==> config.mk <==
export PLATFORM = sky130hd
export DESIGN_NAME = keepalive_conn_cache_lru_core_flat
export DESIGN_NICKNAME = d
export VERILOG_FILES = /design/src/rtl/kcc_pkg.sv /design/src/rtl/kcc_if.sv /design/src/rtl/keepalive_conn_cache_lru_core.sv /design/src/rtl/kcc_ram.sv /design/src/rtl/kcc_lists.sv /design/src/flat_wrapper.sv
export VERILOG_INCLUDE_DIRS = /design/src /design/src/rtl
export SDC_FILE = /design/constraint.sdc
export NUM_CORES = 2
export LEC_CHECK = 0
export BUFFER_PORTS_ARGS = -buffer_cell sky130_fd_sc_hd__buf_4
export CAP_MARGIN = 20
export CORE_MARGIN = 2
export CORE_UTILIZATION = 49
export DETAILED_ROUTE_END_ITERATION = 12
export PLACE_DENSITY = 0.63
export SYNTH_ARGS = -nofsm -noshare
export SYNTH_HDL_FRONTEND = slang
export SYNTH_HIERARCHICAL = 1
export SYNTH_SLANG_ARGS = --single-unit
==> constraint.sdc <==
create_clock -name clk_i -period 19.4 [get_ports clk_i]
set_clock_uncertainty 0.2 [all_clocks]
set_input_delay 0.97 -clock clk_i [delete_from_list [all_inputs] [get_ports clk_i]]
set_output_delay 0.97 -clock clk_i [all_outputs]
set_load 0.05 [all_outputs]
==> src/rtl/keepalive_conn_cache_lru_core_macros.svh <==
// assertion macros for the keep-alive connection cache
// both macros sample on clk_i and are switched off while rst_ni is low
`ifndef KEEPALIVE_CONN_CACHE_LRU_CORE_MACROS_SVH
`define KEEPALIVE_CONN_CACHE_LRU_CORE_MACROS_SVH

`ifndef NO_ASSERTIONS

// same-cycle implication
`define KCC_ASSERT_IMP(lbl, ante, cons, msg) \
  lbl: assert property (@(posedge clk_i) disable iff (!rst_ni) (ante) |-> (cons)) \
    else $error(msg);

// next-cycle implication
`define KCC_ASSERT_NXT(lbl, ante, cons, msg) \
  lbl: assert property (@(posedge clk_i) disable iff (!rst_ni) (ante) |=> (cons)) \
    else $error(msg);

`else

`define KCC_ASSERT_IMP(lbl, ante, cons, msg)
`define KCC_ASSERT_NXT(lbl, ante, cons, msg)

`endif

`endif

==> src/rtl/kcc_pkg.sv <==
`default_nettype none

package kcc_pkg;

  localparam int SLOTS       = 16;
  localparam int HANDLE_BITS = 16;

  // fixed field widths
  localparam int OP_W     = 2;
  localparam int KEY_W    = 64;
  localparam int HANDLE_W = 16;
  localparam int IDX_W    = 4;
  localparam int STATUS_W = 2;

  localparam int SLOT_W  = (SLOTS > 1) ? $clog2(SLOTS) : 1;
  localparam int CNT_W   = $clog2(SLOTS + 1);
  localparam int STORE_W = (HANDLE_BITS < HANDLE_W) ? HANDLE_BITS : HANDLE_W;

  localparam logic [OP_W-1:0] OP_LOOKUP  = 2'd0;
  localparam logic [OP_W-1:0] OP_STORE   = 2'd1;
  localparam logic [OP_W-1:0] OP_RELEASE = 2'd2;

  localparam logic [STATUS_W-1:0] ST_OK         = 2'd0;
  localparam logic [STATUS_W-1:0] ST_MISS       = 2'd1;
  localparam logic [STATUS_W-1:0] ST_NOT_CACHED = 2'd2;

  typedef logic [SLOT_W-1:0] slot_t;
  typedef logic [CNT_W-1:0]  cnt_t;

  // one list update per cycle, issued by the sequencer
  typedef struct packed {
    logic  rm_en;      // remove recency entry at rm_pos, tail closes up
    slot_t rm_pos;
    logic  ins_en;     // insert slot at the most recent end
    slot_t ins_slot;
    logic  ins_keep;   // insert drops the tail, count unchanged (eviction)
    logic  push_en;    // push slot on the free stack
    slot_t push_slot;
    logic  pop_en;     // pop the free stack top
  } kcc_list_cmd_t;

  typedef struct packed {
    cnt_t             cached_cnt;
    cnt_t             free_cnt;
    slot_t            free_top;
    slot_t            rd_slot;
    logic [SLOTS-1:0] cached;
  } kcc_list_sts_t;

endpackage

`default_nettype wire

==> src/rtl/kcc_if.sv <==
`default_nettype none

interface kcc_in_if import kcc_pkg::*; ();
  logic                valid;
  logic                ready;
  logic [OP_W-1:0]     op;
  logic [KEY_W-1:0]    peer_key;
  logic [HANDLE_W-1:0] conn_handle;
  logic [IDX_W-1:0]    slot_index;

  modport source (output valid, op, peer_key, conn_handle, slot_index, input ready);
  modport sink   (input valid, op, peer_key, conn_handle, slot_index, output ready);
endinterface

interface kcc_out_if import kcc_pkg::*; ();
  logic                valid;
  logic                ready;
  logic [STATUS_W-1:0] status;
  logic [HANDLE_W-1:0] found_handle;
  logic [IDX_W-1:0]    slot_used;
  logic                evicted;
  logic [HANDLE_W-1:0] evicted_handle;

  modport source (output valid, status, found_handle, slot_used, evicted, evicted_handle,
                  input ready);
  modport sink   (input valid, status, found_handle, slot_used, evicted, evicted_handle,
                  output ready);
endinterface

`default_nettype wire

==> src/rtl/keepalive_conn_cache_lru_core.sv <==
// keep-alive connection cache, fully associative with least-recently-used replacement
//
// in_i carries one command beat: op (lookup, store, release), peer_key, conn_handle and
// slot_index; res_o returns exactly one result beat for every command beat.
// in_i.ready is high only while the sequencer is idle, so one command is worked on at a
// time. a lookup walks the recency list from the most recent end through one 64-bit key
// comparator fed by a registered key ram read. a store takes a free slot or, when none
// is free, evicts (extra handle ram read); a release is refused when its slot is not
// cached and else searches the recency list for its slot. the result register parts
// the two sides: a command may be accepted while the previous result still waits, and
// the sequencer only holds at its final step while res_o stalls. reset empties the
// recency list and stacks all slots as free, slot SLOTS-1 on top; the key and handle
// rams are not cleared, so the block is ready straight after reset.
`default_nettype none

`include "keepalive_conn_cache_lru_core_macros.svh"

module keepalive_conn_cache_lru_core import kcc_pkg::*; (
  input wire logic  clk_i,
  input wire logic  rst_ni,
  kcc_in_if.sink    in_i,
  kcc_out_if.source res_o
);

  typedef enum logic [2:0] {
    S_IDLE,
    S_DISPATCH,
    S_SCAN,     // lookup key walk
    S_RSCAN,    // release position search
    S_EVRD,     // read handle of the least recent slot
    S_EVWR      // overwrite the evicted slot
  } state_e;

  state_e               state_q, state_d;
  logic [OP_W-1:0]      op_q, op_d;
  logic [KEY_W-1:0]     key_q, key_d;
  logic [STORE_W-1:0]   hdl_q, hdl_d;
  logic [IDX_W-1:0]     idx_q, idx_d;
  cnt_t                 ptr_q, ptr_d;
  logic                 cmp_vld_q, cmp_vld_d;
  slot_t                cmp_pos_q, cmp_pos_d;
  slot_t                cmp_slot_q, cmp_slot_d;
  slot_t                ev_slot_q, ev_slot_d;

  logic                 out_vld_q, out_vld_d;
  logic [STATUS_W-1:0]  status_q, status_d;
  logic [HANDLE_W-1:0]  found_q, found_d;
  logic [IDX_W-1:0]     used_q, used_d;
  logic                 ev_q, ev_d;
  logic [HANDLE_W-1:0]  evh_q, evh_d;

  kcc_list_cmd_t        cmd;
  kcc_list_sts_t        sts;
  slot_t                rd_pos;

  logic                 ram_we, ram_re;
  slot_t                ram_waddr, ram_raddr;
  logic [KEY_W-1:0]     key_rd;
  logic [STORE_W-1:0]   conn_rd;

  logic                 out_free;
  logic                 key_hit;
  logic                 idx_ok;
  slot_t                idx_slot;
  cnt_t                 last_cnt;

  // list unit and slot payload stores
  kcc_lists u_lists (
    .clk_i    (clk_i),
    .rst_ni   (rst_ni),
    .cmd_i    (cmd),
    .rd_pos_i (rd_pos),
    .sts_o    (sts)
  );

  kcc_ram #(.WIDTH(KEY_W), .DEPTH(SLOTS)) u_key_ram (
    .clk_i   (clk_i),
    .we_i    (ram_we),
    .waddr_i (ram_waddr),
    .wdata_i (key_q),
    .re_i    (ram_re),
    .raddr_i (ram_raddr),
    .rdata_o (key_rd)
  );

  kcc_ram #(.WIDTH(STORE_W), .DEPTH(SLOTS)) u_conn_ram (
    .clk_i   (clk_i),
    .we_i    (ram_we),
    .waddr_i (ram_waddr),
    .wdata_i (hdl_q),
    .re_i    (ram_re),
    .raddr_i (ram_raddr),
    .rdata_o (conn_rd)
  );

  // a result may be written when the output register is empty or drains this cycle
  assign out_free = !out_vld_q || res_o.ready;
  // the single comparator: key read last cycle against the command key
  assign key_hit  = cmp_vld_q && (key_rd == key_q);
  assign idx_ok   = (32'(idx_q) < SLOTS);
  assign idx_slot = slot_t'(idx_q);
  assign last_cnt = sts.cached_cnt - cnt_t'(1);

  always_comb begin
    state_d    = state_q;
    op_d       = op_q;
    key_d      = key_q;
    hdl_d      = hdl_q;
    idx_d      = idx_q;
    ptr_d      = ptr_q;
    cmp_vld_d  = cmp_vld_q;
    cmp_pos_d  = cmp_pos_q;
    cmp_slot_d = cmp_slot_q;
    ev_slot_d  = ev_slot_q;

    out_vld_d  = out_vld_q && !res_o.ready;
    status_d   = status_q;
    found_d    = found_q;
    used_d     = used_q;
    ev_d       = ev_q;
    evh_d      = evh_q;

    cmd        = '0;
    rd_pos     = ptr_q[SLOT_W-1:0];
    ram_we     = 1'b0;
    ram_re     = 1'b0;
    ram_waddr  = '0;
    ram_raddr  = sts.rd_slot;

    unique case (state_q)
      S_IDLE: begin
        if (in_i.valid) begin
          op_d    = in_i.op;
          key_d   = in_i.peer_key;
          hdl_d   = in_i.conn_handle[STORE_W-1:0];
          idx_d   = in_i.slot_index;
          state_d = S_DISPATCH;
        end
      end

      S_DISPATCH: begin
        unique case (op_q)
          OP_LOOKUP: begin
            ptr_d     = '0;
            cmp_vld_d = 1'b0;
            state_d   = S_SCAN;
          end
          OP_STORE: begin
            if (sts.free_cnt != '0) begin
              if (out_free) begin
                cmd.pop_en   = 1'b1;
                cmd.ins_en   = 1'b1;
                cmd.ins_slot = sts.free_top;
                ram_we       = 1'b1;
                ram_waddr    = sts.free_top;
                out_vld_d    = 1'b1;
                status_d     = ST_OK;
                found_d      = '0;
                used_d       = IDX_W'(sts.free_top);
                ev_d         = 1'b0;
                evh_d        = '0;
                state_d      = S_IDLE;
              end
            end else begin
              state_d = S_EVRD;
            end
          end
          OP_RELEASE: begin
            if (idx_ok && sts.cached[idx_slot]) begin
              ptr_d   = '0;
              state_d = S_RSCAN;
            end else if (out_free) begin
              out_vld_d = 1'b1;
              status_d  = ST_NOT_CACHED;
              found_d   = '0;
              used_d    = '0;
              ev_d      = 1'b0;
              evh_d     = '0;
              state_d   = S_IDLE;
            end
          end
          default: begin
            // unused op code, empty result
            if (out_free) begin
              out_vld_d = 1'b1;
              status_d  = ST_OK;
              found_d   = '0;
              used_d    = '0;
              ev_d      = 1'b0;
              evh_d     = '0;
              state_d   = S_IDLE;
            end
          end
        endcase
      end

      S_SCAN: begin
        // one entry issued and one compared per cycle until a hit, which holds while res_o stalls
        priority if (key_hit) begin
          if (out_free) begin
            cmd.rm_en     = 1'b1;
            cmd.rm_pos    = cmp_pos_q;
            cmd.push_en   = 1'b1;
            cmd.push_slot = cmp_slot_q;
            out_vld_d     = 1'b1;
            status_d      = ST_OK;
            found_d       = HANDLE_W'(conn_rd);
            used_d        = IDX_W'(cmp_slot_q);
            ev_d          = 1'b0;
            evh_d         = '0;
            state_d       = S_IDLE;
          end
        end else if (ptr_q < sts.cached_cnt) begin
          ram_re     = 1'b1;
          cmp_vld_d  = 1'b1;
          cmp_pos_d  = ptr_q[SLOT_W-1:0];
          cmp_slot_d = sts.rd_slot;
          ptr_d      = ptr_q + cnt_t'(1);
        end else begin
          if (out_free) begin
            out_vld_d = 1'b1;
            status_d  = ST_MISS;
            found_d   = '0;
            used_d    = '0;
            ev_d      = 1'b0;
            evh_d     = '0;
            state_d   = S_IDLE;
          end
        end
      end

      S_RSCAN: begin
        if (sts.rd_slot == idx_slot) begin
          if (out_free) begin
            cmd.rm_en     = 1'b1;
            cmd.rm_pos    = ptr_q[SLOT_W-1:0];
            cmd.push_en   = 1'b1;
            cmd.push_slot = idx_slot;
            out_vld_d     = 1'b1;
            status_d      = ST_OK;
            found_d       = '0;
            used_d        = idx_q;
            ev_d          = 1'b0;
            evh_d         = '0;
            state_d       = S_IDLE;
          end
        end else begin
          ptr_d = ptr_q + cnt_t'(1);
        end
      end

      S_EVRD: begin
        rd_pos    = last_cnt[SLOT_W-1:0];
        ram_re    = 1'b1;
        ev_slot_d = sts.rd_slot;
        state_d   = S_EVWR;
      end

      S_EVWR: begin
        // tail drops out as the slot re-enters at the most recent end
        if (out_free) begin
          cmd.ins_en   = 1'b1;
          cmd.ins_keep = 1'b1;
          cmd.ins_slot = ev_slot_q;
          ram_we       = 1'b1;
          ram_waddr    = ev_slot_q;
          out_vld_d    = 1'b1;
          status_d     = ST_OK;
          found_d      = '0;
          used_d       = IDX_W'(ev_slot_q);
          ev_d         = 1'b1;
          evh_d        = HANDLE_W'(conn_rd);
          state_d      = S_IDLE;
        end
      end

      default: begin
        state_d = S_IDLE;
      end
    endcase
  end

  always_ff @(posedge clk_i or negedge rst_ni) begin
    if (!rst_ni) begin
      state_q    <= S_IDLE;
      op_q       <= '0;
      key_q      <= '0;
      hdl_q      <= '0;
      idx_q      <= '0;
      ptr_q      <= '0;
      cmp_vld_q  <= 1'b0;
      cmp_pos_q  <= '0;
      cmp_slot_q <= '0;
      ev_slot_q  <= '0;
      out_vld_q  <= 1'b0;
      status_q   <= '0;
      found_q    <= '0;
      used_q     <= '0;
      ev_q       <= 1'b0;
      evh_q      <= '0;
    end else begin
      state_q    <= state_d;
      op_q       <= op_d;
      key_q      <= key_d;
      hdl_q      <= hdl_d;
      idx_q      <= idx_d;
      ptr_q      <= ptr_d;
      cmp_vld_q  <= cmp_vld_d;
      cmp_pos_q  <= cmp_pos_d;
      cmp_slot_q <= cmp_slot_d;
      ev_slot_q  <= ev_slot_d;
      out_vld_q  <= out_vld_d;
      status_q   <= status_d;
      found_q    <= found_d;
      used_q     <= used_d;
      ev_q       <= ev_d;
      evh_q      <= evh_d;
    end
  end

  assign in_i.ready           = (state_q == S_IDLE);
  assign res_o.valid          = out_vld_q;
  assign res_o.status         = status_q;
  assign res_o.found_handle   = found_q;
  assign res_o.slot_used      = used_q;
  assign res_o.evicted        = ev_q;
  assign res_o.evicted_handle = evh_q;

  // every slot is on exactly one of the two lists
  `KCC_ASSERT_IMP(a_slots_conserved, 1'b1,
                  (32'(sts.cached_cnt) + 32'(sts.free_cnt)) == SLOTS,
                  "cached and free counts do not add up to the slot count")
  // cached flags agree with the recency list length
  `KCC_ASSERT_IMP(a_flags_match_count, 1'b1,
                  $countones(sts.cached) == 32'(sts.cached_cnt),
                  "cached flags disagree with recency list length")
  // a cached slot is always found before the walk runs off the list
  `KCC_ASSERT_IMP(a_release_in_range, state_q == S_RSCAN,
                  ptr_q < sts.cached_cnt,
                  "release search ran past the recency list")
  // one command at a time
  `KCC_ASSERT_NXT(a_busy_after_accept, in_i.valid && in_i.ready, !in_i.ready,
                  "command accepted while busy")

endmodule

`default_nettype wire

==> src/rtl/kcc_ram.sv <==
`default_nettype none

module kcc_ram #(
  parameter int WIDTH = 8,
  parameter int DEPTH = 16
) (
  input  wire logic                                        clk_i,
  input  wire logic                                        we_i,
  input  wire logic [((DEPTH > 1) ? $clog2(DEPTH) : 1)-1:0] waddr_i,
  input  wire logic [WIDTH-1:0]                            wdata_i,
  input  wire logic                                        re_i,
  input  wire logic [((DEPTH > 1) ? $clog2(DEPTH) : 1)-1:0] raddr_i,
  output      logic [WIDTH-1:0]                            rdata_o
);

  logic [WIDTH-1:0] mem_q [DEPTH];

  always_ff @(posedge clk_i) begin
    if (we_i) begin
      mem_q[waddr_i] <= wdata_i;
    end
    if (re_i) begin
      rdata_o <= mem_q[raddr_i];
    end
  end

endmodule

`default_nettype wire

==> src/rtl/kcc_lists.sv <==
`default_nettype none

// recency list, free stack and cached flags
module kcc_lists import kcc_pkg::*; (
  input  wire logic          clk_i,
  input  wire logic          rst_ni,
  input  wire kcc_list_cmd_t cmd_i,
  input  wire slot_t         rd_pos_i,
  output      kcc_list_sts_t sts_o
);

  slot_t            rec_q [SLOTS];
  slot_t            rec_d [SLOTS];
  slot_t            fs_q  [SLOTS];
  slot_t            fs_d  [SLOTS];
  cnt_t             cached_cnt_q, cached_cnt_d;
  cnt_t             free_cnt_q, free_cnt_d;
  logic [SLOTS-1:0] cached_q, cached_d;
  cnt_t             top_cnt;

  assign top_cnt = free_cnt_q - cnt_t'(1);

  always_comb begin
    rec_d        = rec_q;
    fs_d         = fs_q;
    cached_cnt_d = cached_cnt_q;
    free_cnt_d   = free_cnt_q;
    cached_d     = cached_q;

    // close the gap behind the removed entry
    if (cmd_i.rm_en) begin
      for (int i = 0; i < SLOTS - 1; i++) begin
        if (slot_t'(i) >= cmd_i.rm_pos) begin
          rec_d[i] = rec_q[i + 1];
        end
      end
      cached_cnt_d = cached_cnt_q - cnt_t'(1);
    end

    if (cmd_i.ins_en) begin
      rec_d[0] = cmd_i.ins_slot;
      for (int i = 1; i < SLOTS; i++) begin
        rec_d[i] = rec_q[i - 1];
      end
      if (!cmd_i.ins_keep) begin
        cached_cnt_d = cached_cnt_q + cnt_t'(1);
      end
      cached_d[cmd_i.ins_slot] = 1'b1;
    end

    if (cmd_i.pop_en) begin
      free_cnt_d = top_cnt;
    end

    if (cmd_i.push_en) begin
      fs_d[free_cnt_q[SLOT_W-1:0]] = cmd_i.push_slot;
      free_cnt_d                   = free_cnt_q + cnt_t'(1);
      cached_d[cmd_i.push_slot]    = 1'b0;
    end
  end

  always_ff @(posedge clk_i) begin
    rec_q <= rec_d;
  end

  always_ff @(posedge clk_i or negedge rst_ni) begin
    if (!rst_ni) begin
      for (int i = 0; i < SLOTS; i++) begin
        fs_q[i] <= slot_t'(i);
      end
      cached_cnt_q <= '0;
      free_cnt_q   <= cnt_t'(SLOTS);
      cached_q     <= '0;
    end else begin
      fs_q         <= fs_d;
      cached_cnt_q <= cached_cnt_d;
      free_cnt_q   <= free_cnt_d;
      cached_q     <= cached_d;
    end
  end

  assign sts_o.cached_cnt = cached_cnt_q;
  assign sts_o.free_cnt   = free_cnt_q;
  assign sts_o.free_top   = fs_q[top_cnt[SLOT_W-1:0]];
  assign sts_o.rd_slot    = rec_q[rd_pos_i];
  assign sts_o.cached     = cached_q;

endmodule

`default_nettype wire
==> src/flat_wrapper.sv <==
// flat-port wrapper written by rule: the top's interface ports become plain ports
module keepalive_conn_cache_lru_core_flat import kcc_pkg::*;
  (clk_i, rst_ni, in_i_valid, in_i_op, in_i_peer_key, in_i_conn_handle, in_i_slot_index, in_i_ready, res_o_valid, res_o_status, res_o_found_handle, res_o_slot_used, res_o_evicted, res_o_evicted_handle, res_o_ready);
  kcc_in_if in_i_i ();
  kcc_out_if res_o_i ();
  input wire logic clk_i;
  input wire logic rst_ni;
  input wire logic [$bits(in_i_i.valid)-1:0] in_i_valid;
  input wire logic [$bits(in_i_i.op)-1:0] in_i_op;
  input wire logic [$bits(in_i_i.peer_key)-1:0] in_i_peer_key;
  input wire logic [$bits(in_i_i.conn_handle)-1:0] in_i_conn_handle;
  input wire logic [$bits(in_i_i.slot_index)-1:0] in_i_slot_index;
  output wire logic [$bits(in_i_i.ready)-1:0] in_i_ready;
  output wire logic [$bits(res_o_i.valid)-1:0] res_o_valid;
  output wire logic [$bits(res_o_i.status)-1:0] res_o_status;
  output wire logic [$bits(res_o_i.found_handle)-1:0] res_o_found_handle;
  output wire logic [$bits(res_o_i.slot_used)-1:0] res_o_slot_used;
  output wire logic [$bits(res_o_i.evicted)-1:0] res_o_evicted;
  output wire logic [$bits(res_o_i.evicted_handle)-1:0] res_o_evicted_handle;
  input wire logic [$bits(res_o_i.ready)-1:0] res_o_ready;
  assign in_i_i.valid = in_i_valid;
  assign in_i_i.op = in_i_op;
  assign in_i_i.peer_key = in_i_peer_key;
  assign in_i_i.conn_handle = in_i_conn_handle;
  assign in_i_i.slot_index = in_i_slot_index;
  assign in_i_ready = in_i_i.ready;
  assign res_o_valid = res_o_i.valid;
  assign res_o_status = res_o_i.status;
  assign res_o_found_handle = res_o_i.found_handle;
  assign res_o_slot_used = res_o_i.slot_used;
  assign res_o_evicted = res_o_i.evicted;
  assign res_o_evicted_handle = res_o_i.evicted_handle;
  assign res_o_i.ready = res_o_ready;
  keepalive_conn_cache_lru_core u_core (.clk_i(clk_i), .rst_ni(rst_ni), .in_i(in_i_i), .res_o(res_o_i));
endmodule
==> summary.txt <==
Place
  • Dpl hpwl: 84.98 mm
  • Post-Place Cell Area: 68570 sq um
  • Port bufs: 130
  • GP Congestion: about 0.86

Global route
  • Total GRT Usage: a little under a quarter
  • Largest net degree at the start of global routing: around 150
  • Vias in the first global route: roughly 35k
  • Met2 usage in global routing: between 30% and 40%
  • GRT Max-Usage Layer: met2
  • First-pass GRT wire length: 228.4 mm
  • Initial antenna violation count: 1
  • Routing usage on met1: a little under a third
  • Grt ovf: 0
  • Met3 usage: under 10%

STA
  • Setup TNS: 0 ns
  • Final setup fails: 0
  • Final Max Slew Viols: 0
  • Final hold violations: 0
  • Worst Max-Slew Pin Slew: 1.140 ns
  • Worst slew margin: 23.83%
  • Max Freq: around 130 MHz
  • Period utilisation layout: a little under two fifths
  • RSZ-0062 raised after global routing: false
  • Min cycle time layout: ~7.4 ns

Clocking
  • Worst skew pair latency: 0.80 ns
  • TritonCTS buffer count: 168
  • Clk root buf: clkbuf_16
  • Post-CTS Resized: 0
  • Setup bufs post-CTS: 0
  • Clk sinks: 1661
  • CTS tree: done
  • Post-CTS Hold Buffers: 1
  • Clock buffer depth: 3
  • Worst-path clk slew: 0.06 ns
  • H-Tree Level Count: 4

Route
  • Routed vias/inst: 6.145
  • Drt wl/cell: between 20 and 30 um
  • Routed wire length: about 160 mm
  • First DRT Iteration DRCs: 3376
  • Vias: 33.02k
  • DRC: 0
  • Post-route ant nets: 0
  • Initial DRT Pass Iterations: 5

Yosys
  • Synth warn: 6
  • Top cell type's share of synthesized area: around two thirds
  • Mapped Area: between 60000 and 70000 sq um
  • Primary FF master, synth: edfxtp_1
  • Fraction of registers with async set/reset: approximately 14%
  • Seq cells post-synth: 1661
  • Mapped Nets: around 3.4k
  • Area leader, netlist: edfxtp_1
  • Synth area leaders: edfxtp_1, mux4_2, dfrtp_1
  • Sequential-to-total area share from yosys stat: 74.41%
  • Syn Area/Cell: roughly 20 sq um
  • Synth unique cells: between 60 and 70
  • Syn Inst Count: around 3.3k
  • EDFF count, synth: about 1.4k

Power
  • Worst VDD drop: between 150 and 200 uV
  • Pwr dens: roughly 160 nW/um^2
  • Pleak: roughly 25 nW

Die
  • Die area: roughly 140000 sq um
  • Std-Cell Rows: 134
  • Width of the die: between 300 and 400 um
  • Starting Density: between 40% and 50%
  • I/O pins: 131
  • Die Y: about 370 um
  • Core ar.: 133100 sq um

Critical path
  • Crit-path cells: nor2_1 -> and2_0 -> nor2_1 -> a21oi_2 -> buf_8 -> mux4_1 -> mux4_4 -> xor2_1 -> nor4_1 -> nand3_1 -> nor2_1 -> a22o_1 -> inv_1 -> a21oi_1 -> nor2_1 -> o21a_1
  • Crit-path slowest cell: mux4_4
  • Setup crit start kind: register
  • CP most frequent cell: nor2_1
  • Worst r2r path cells: 16
  • Crit-path max FO: just over 40
  • Crit path arrival time: between 7 and 8 ns
  • Critical Path Stages: 16
  • CP Buf/Inv Count: 2
  • CP Class: reg2reg
  • Data required time of the critical path: 19.73 ns
  • Worst setup EP type: register
  • Slowest stage delay, CP: about 1 ns
  • Crit path max-delay family: simple AND/OR/NAND/NOR gates

Final layout
  • Final instance area: 74230 sq um
  • Number of fill cells: between 9k and 10k
  • Commonest non-fill, non-tap cell in the layout: edfxtp_1
  • Commonest cells after routing, fill and taps aside: edfxtp_1, mux4_2, mux2_2, dfrtp_1, buf_4
  • Diode count: 0
  • Layout area overhead: 13.35%
  • Share of cells above drive strength 1: 29.90%
  • Multi-input gate area: roughly 16000 sq um
  • NumNets Final: ~3.6k
  • Register Area: just under 50000 sq um

Outcome
  • Status: completed

Job
  • Max cap viols: 0

Hold path
  • Hold depth: 2
  • Hold WC Path Type: in2reg
==> synthesized netlist by cell type, drive strengths merged, types with 3 or more instances <==
master / number
a41oi: 5
nand3: 17
dfrtp: 204
o21ai: 19
a32o: 6
a21oi: 45
nand4b: 4
a211oi: 6
nor2: 71
nand3b: 5
xnor2: 31
edfxtp: 1424
nor2b: 29
mux4: 352
buf: 80
o32ai: 4
nand2b: 20
nand4: 17
a22o: 44
mux2i: 11
o21a: 3
and2: 7
dfstp: 33
inv: 32
a221oi: 5
a21o: 6
or2: 4
nor4: 24
xor2: 36
and3b: 5
nor3: 17
a22oi: 160
ha: 13
nand2: 157
clkbuf: 95
a31oi: 20
mux2: 218
and3: 10
o31ai: 4
==> sequential cells by signal (all words and copies together) (netlist names), 3 cells and up <==
signal and cells:
u_core/cmp_pos_q 4, u_core/u_lists/fs_q 64, u_core/u_conn_ram/rdata_o 16, u_core/u_lists/rec_q 64, u_core/hdl_q 16, u_core/u_key_ram/mem_q 1024, u_core/res_o.slot_used 4, u_core/u_conn_ram/mem_q 256
u_core/idx_q 4, u_core/ptr_q 5, u_core/u_lists/cached_cnt_q 5, u_core/key_q 64, u_core/cmp_slot_q 4, u_core/ev_slot_q 4, u_core/u_lists/free_cnt_q 5, u_core/u_key_ram/rdata_o 64
u_core/res_o.found_handle 16, u_core/res_o.evicted_handle 16, u_core/state_q 3, u_core/u_lists/cached_q 16
==> per-layer routing <==
layer | wire, um | vias to the layer above | share of wire [%]
li1 | - | 13800 | -
met1 | 62050 | 17650 | 40
met2 | 77740 | 1293 | 50
met3 | 11560 | 270 | 7.4
met4 | 4113 | 4 | 2.6
met5 | 22 | - | 0.014
==> metrics by stage <==
| step | std cells | setup slack [ns] | utilization [%] | total power [mW] | hold WS (ns) |
|---|---|---|---|---|---|
| CTS | 5372 | 11.94 | 55.76 | 12.34 | 0.1413 |
| finish | 5373 | 11.99 | 55.76 | 12.23 | 0.2004 |
| global route | 5373 | 11.42 | 55.76 | 12.79 | 0.1632 |
| floorplan | 3265 | 11.03 | - | 7.910 | 0.2400 |
| detailed placement | 5061 | 11.92 | 51.51 | 9.076 | 0.2766 |
| global placement | 5060 | 11.69 | 51.50 | 8.967 | 0.2719 |
==> kinds of logic (layout without fill, tap and decap cells) <==
kind of cell	Yosys count	in the layout	synth area share [%]
fa+ha+maj	13	13	0.2484
simple gates	397	397	2.977
mux	581	581	16.13
compound gates	339	339	3.771
xor+xnor	67	67	0.8960
buf+inv	207	547	1.565
flops	1661	1661	74.41
==> path summary, 6_finish.rpt <==
check | start | end | slack [ns]
max in group asynchronous | rst_ni | u_core/key_q[13] | 16.41
min in group asynchronous | rst_ni | u_core/u_lists/fs_q[22] | 0.57
worst min register to register | u_core/u_lists/cached_cnt_q[4] | u_core/u_lists/cached_cnt_q[4] | 0.28
worst max register to register | u_core/state_q[1] | u_core/u_lists/rec_q[61] | 11.99
worst max-delay path | u_core/state_q[1] | u_core/u_lists/rec_q[61] | 11.99
worst min-delay path | in_i_peer_key[58] | u_core/key_q[58] | 0.20
==> power breakdown <==
part           leakage [nW]  internal (mW)  switching, mW
logic                  6.52           1.62           2.05
registers              15.8           4.71          0.579
clock network          2.75           1.90           1.37
==> layout make-up <==
type	count	area share, %
Inverter	32	0.1618
Tap cell	1768	2.980
Clock buffer	221	6.191
Clock inverter	89	1.416
Sequential cell	1661	65.65
Timing Repair Buffer	205	2.147
Multi-Input combinational cell	1397	21.45
No activity file was read; power rests on OpenSTA's default activity.
